===== src/rtl/core/nmt_pkg.sv =====
// Package for the NAT mapping table: sizes, entry and command types, codes.
// Used by every file under rtl/core; depends on nothing else.
package nmt_pkg;

   localparam int TableEntries = 64;
   localparam logic [15:0] PortFloor = 16'd1024;
   localparam logic [15:0] PortCeil = 16'hFFFF;
   localparam logic [15:0] TimeoutReset = 16'd60;

   typedef enum logic [1:0] {
      OP_OUTBOUND = 2'd0,
      OP_INBOUND  = 2'd1,
      OP_TICK     = 2'd2,
      OP_NONE     = 2'd3
   } op_type;

   typedef enum logic {
      CSR_EXT_IP  = 1'b0,
      CSR_TIMEOUT = 1'b1
   } csr_type;

   typedef enum logic {
      ST_IDLE = 1'b0,
      ST_BUSY = 1'b1
   } state_type;

   // One table entry as held by a cell.
   typedef struct packed {
      logic        valid;
      logic        kind;
      logic [31:0] priv_ip;
      logic [15:0] priv_port;
      logic [31:0] pub_ip;
      logic [15:0] pub_port;
      logic [31:0] stamp;
   } entry_type;

   // Lookup and aging command broadcast to every cell.
   typedef struct packed {
      logic        look;
      logic        outbound;
      logic [31:0] ip;
      logic [15:0] iport;
      logic [15:0] eport;
      logic        kind;
      logic        tick;
      logic [31:0] seconds;
      logic [15:0] timeout;
   } cmd_type;

endpackage


===== src/rtl/core/nmt_cell.sv =====
// One cell of the mapping table chain: holds one entry, compares it and ages it.
// Depends on nmt_pkg. Cells are ordered newest first; inserts shift toward the end.
module nmt_cell
   import nmt_pkg::*;
(
   input  logic      clock,
   input  logic      reset,
   input  cmd_type   cmd,
   input  logic      shift_en,
   input  entry_type prev_entry,
   input  logic      chain_in,
   input  logic      seen_in,
   output entry_type entry_out,
   output logic      chain_out,
   output logic      seen_out,
   output entry_type sel_entry
);

   entry_type entry_ff, entry_in;
   logic      match_ff, match_in;
   logic      key_hit;
   logic [31:0] age;

   // Key compare against the broadcast command.
   always_comb begin
      age = cmd.seconds - entry_ff.stamp;
      if (cmd.outbound) begin
         key_hit = (entry_ff.priv_ip == cmd.ip) && (entry_ff.priv_port == cmd.iport);
      end else begin
         key_hit = (entry_ff.pub_port == cmd.eport);
      end
      key_hit = key_hit && entry_ff.valid && (entry_ff.kind == cmd.kind);
   end

   // Next entry: shift from the newer neighbor, or age out on a tick.
   always_comb begin
      entry_in = entry_ff;
      match_in = match_ff;
      if (cmd.look) begin
         match_in = key_hit;
      end
      if (shift_en && chain_in) begin
         entry_in = prev_entry;
         match_in = 1'b0;
      end else if (cmd.tick && entry_ff.valid && !entry_ff.kind &&
                   (age > {16'd0, cmd.timeout})) begin
         entry_in.valid = 1'b0;
      end
   end

   always_ff @(posedge clock) begin
      if (reset) begin
         entry_ff.valid <= 1'b0;
         match_ff <= 1'b0;
      end else begin
         entry_ff.valid <= entry_in.valid;
         match_ff <= match_in;
      end
      entry_ff.kind      <= entry_in.kind;
      entry_ff.priv_ip   <= entry_in.priv_ip;
      entry_ff.priv_port <= entry_in.priv_port;
      entry_ff.pub_ip    <= entry_in.pub_ip;
      entry_ff.pub_port  <= entry_in.pub_port;
      entry_ff.stamp     <= entry_in.stamp;
   end

   // Neighbor links: the insert chain stops at the first free cell, and the
   // first matching cell (the newest) drives its entry onto the result bus.
   assign entry_out = entry_ff;
   assign chain_out = chain_in && entry_ff.valid;
   assign seen_out  = seen_in || match_ff;
   assign sel_entry = (match_ff && !seen_in) ? entry_ff : '0;

endmodule


===== config.mk =====
export PLATFORM = sky130hd
export DESIGN_NAME = nmt_cell
export DESIGN_NICKNAME = d
export VERILOG_FILES = /design/src/rtl/core/nmt_pkg.sv /design/src/rtl/core/nmt_cell.sv
export SDC_FILE = /design/constraint.sdc
export NUM_CORES = 1
export LEC_CHECK = 0
export ABC_AREA = 0
export BUFFER_PORTS_ARGS = -buffer_cell sky130_fd_sc_hd__buf_4
export CAP_MARGIN = 20
export CORE_AREA = 2 2 198 200
export CTS_CLUSTER_SIZE = 25
export DETAILED_ROUTE_END_ITERATION = 10
export DIE_AREA = 0 0 200 202
export GPL_TIMING_DRIVEN = 0
export PLACE_DENSITY_LB_ADDON = 0.15
export SETUP_SLACK_MARGIN = 0.05
export SLEW_MARGIN = 20
export SYNTH_ARGS = -nofsm -noshare
export SYNTH_HDL_FRONTEND = slang
export SYNTH_SLANG_ARGS = --single-unit

===== constraint.sdc =====
create_clock -name clock -period 6.18 [get_ports clock]
set_input_delay 1.236 -clock clock [delete_from_list [all_inputs] [get_ports clock]]
set_output_delay 1.236 -clock clock [all_outputs]
set_load 0.02 [all_outputs]

==> impl_results.md <==
- Status: finished clean
- Max_slew headroom: 54.22%
- Die area: about 40000 sq um
- Most common cell after layout, fill and taps aside: buf_4
- Die height: 202 um
- Final setup viols: 0
- First-pass GRT wire length: 50240 um
- Reg2reg end: entry_out[129]$_SDFFE_PP0P_
- Achievable Freq: approximately 0.19 GHz
- Dominant cells by area after synthesis: edfxtp_1 (48%), and2_1 (10%), ha_1 (7.4%)
- Post-synth EDFFs: 129
- Share of layout cells above drive strength 1: between 40 and 50%
- Syn_nets: 1034
- FF+latch count, synth: 131
- Placed Instances: around 1800
- Top cell type by total area after synthesis: edfxtp_1
- Vias per cell: around 4.2
- GRT Overall Usage: 17.48%
- Avg Inst Size Synth: 10.87 sq um
- Clock Skew: roughly 0.011 ns
- Total CTS buffers: 17
- Ys async rst share: 0%
- Chip Width: 200 um
- Setup TNS: 0 ns
- FF-to-FF setup slack: 1.35 ns
- Worst Hold Class: flop to flop
- Worst EP required: 6.53 ns
- Total Power: 2.875 mW
- GR Overflow Total: 0
- Hold EP: match_ff$_SDFFE_PP0P_
- Worst Reg-to-Reg Cells: 18
- Leak: 6.041 nW
- Drt first pass iters: 4
- R2R Path Start: entry_out[0]$_DFFE_PP_
- Sequential cell area fraction in the yosys report: 48.97%
- Hold buffers post-CTS: 0
- Placed standard-cell area: 12540 sq um
- Ys flop type: edfxtp_1
- Post-Synthesis Cells: ~740
- Clock period minus worst slack: approximately 5.3 ns
- Gr busiest metal: met2
- Synth Cell Area: 7993 sq um
- Yosys top cell area share: between 40% and 50%
- Most frequent cells in the layout: buf_4 (514), and2_1 (132), edfxtp_1 (129)
- DP Worst Slack: 0.3689 ns
- Initial Util: between 20% and 30%
- Crit path max fanout: 3
- CTS resizes: 0
- Worst Setup End Kind: flop
- Hold Path Stages: 3
- Root Driver: clkbuf_16
- Post-CTS Setup Inserts: 0
- I/O pins: 513
- Hold slack: 0.7450 ns
- Grt met2 use: approximately a third
- Post-Layout Inst Area: roughly 13000 sq um
- Final non-filler cell total: 1798
- Hold_sp: match_ff$_SDFFE_PP0P_
- GP Congestion: ~0.85
- Deepest clock path buffer count: 2
- Detailed-route via count: roughly 7500
- Area growth, synth to finish: 64.68%
- FP Rows: 72
- Largest net degree at the start of global routing: between 50 and 60
- Final Core Density: around a third
- Synth Warn #: 0
- Initial antenna violation count: 1
- Clock-pin slew on the worst setup and hold paths: roughly 0.060 ns
- # clock sinks: 131
- Clock Latency Late Sink: around 0.44 ns
- Critical path startpoint category: input port
- Yosys cell types: 66
- Pwr dens: roughly 220 nW/um^2
- Fin nets: ~1600
- 1st-iter DRT viols: 322
- TritonCTS clock tree: yes
- Fin crit share: between 80% and 90%
- Worst Path Arrival: 5.63 ns
- IO Port Bufs: 512
- Vias in the first global route: 7829
- HPWL Detailed: 30610 um
- Setup CP Type: input port to flop
- Maximum vdd ir drop: 0.0001789 V
- Final Hold Vio Count: 0
- Post-route ant nets: 0
- Worst Tran Pin Value: slightly below 0.7 ns
- # DRC: 0
- Drt wl/cell: 20.02 um
- RSZ-0062 raised after global routing: no
- Routed wire length: roughly 36000 um
- Maximum Capacitance Violations: 0
- Clock H-tree levels: 4
- Met1 GRT Util: a little under a fifth
- Routing usage on met3: under 10%
- Area of the core: ~38000 sq um
- Post-route setup slack: 0.8956 ns
- Pins Over Slew Limit: 0
## synthesized netlist by cell type (all sizes together), types with 2 or more instances
library cell	n
inv	54
or2	3
o21a	6
o21ai	14
a41oi	2
nor2	21
a211oi	4
a31o	3
nand3	13
ha	47
dfxtp	2
xnor2	50
edfxtp	129
nand4	21
o2111a	2
a21oi	39
nor3	9
and3	3
nand2	33
o41ai	2
o21bai	3
nor2b	9
clkbuf	17
and2	134
mux2i	5
o211ai	2
nor4	10
a21o	17
o2111ai	4
a2111oi	2
xor2	35
buf	11
or4	4
a31oi	7
## worst max-delay path by stage
| stage | startpoint | to | slack, ns | depth (start not counted) |
|---|---|---|---|---|
| global route | cmd[16] | entry_out[129]$_SDFFE_PP0P_ | 0.69 | 20 |
| global placement | chain_in | entry_out[129]$_SDFFE_PP0P_ | -2.25 | 6 |
| CTS | cmd[16] | entry_out[129]$_SDFFE_PP0P_ | 0.86 | 20 |
| floorplan | shift_en | entry_out[129]$_SDFFE_PP0P_ | 0.40 | 9 |
| detailed placement | cmd[16] | entry_out[129]$_SDFFE_PP0P_ | 0.37 | 20 |
| finish | cmd[16] | entry_out[129]$_SDFFE_PP0P_ | 0.90 | 20 |
## flip-flops by register name (all words and copies together), names as in the netlist
signal and flops:
entry_out 130, match_ff 1
## routing by layer
| layer | wire length (um) | part of all wire, % | up-vias |
|---|---|---|---|
| met5 | 13 | 0.036 | - |
| met4 | 844 | 2.3 | 2 |
| met3 | 2291 | 6.4 | 41 |
| met2 | 19520 | 54 | 242 |
| met1 | 13330 | 37 | 3545 |
| li1 | - | - | 3669 |
## kinds of logic after synthesis
family                     after synthesis  share of synthesized area, %
AOI/OAI and AO/OA                      118                         10.19
xor gates and xnor gates                85                         9.314
adders and majority gates               48                         7.608
buffers and inverters                   82                         4.226
DFF                                    131                         48.97
muxes                                    6                        0.7671
and+or+nand+nor                        265                         18.93
## layout make-up
cell class              instances  area (sq um)
multi-input cells             522          3741
flip-flops and latches        131          3914
inverters                      54         202.7
clock inverters                13         191.4
well taps                     518         648.1
clock buffers                  17         425.4
plain buffers                  28         138.9
repair buffers                514          3899
diodes                          1         2.502
fillers                      3976         25120
## worst max-delay path: stages
cell and delay, ns:
buf_4 0.08, inv_1 0.03, ha_1 0.22, fa_1 0.42, nor2b_2 0.16, o2111ai_2 0.17, a21oi_1 0.23, o2111ai_1 0.17
nand2_1 0.11, a21oi_1 0.08, xnor2_1 0.14, ha_1 0.31, nand4_1 0.14, a211oi_1 0.08, a2111oi_0 0.48, a22o_1 0.31
nand4_1 0.10, or4_1 0.40, or4_1 0.55, o41ai_2 0.21
## where the power goes
| group | leakage, nW | switching [mW] | total, mW | internal (mW) |
|---|---|---|---|---|
| registers | 1.23 | 0.0600 | 1.11 | 1.05 |
| clock network | 0.300 | 0.392 | 1.10 | 0.703 |
| logic | 4.51 | 0.344 | 0.673 | 0.328 |
| total | 6.04 | 0.796 | 2.87 | 2.08 |
No activity file was read; power rests on OpenSTA's default activity.
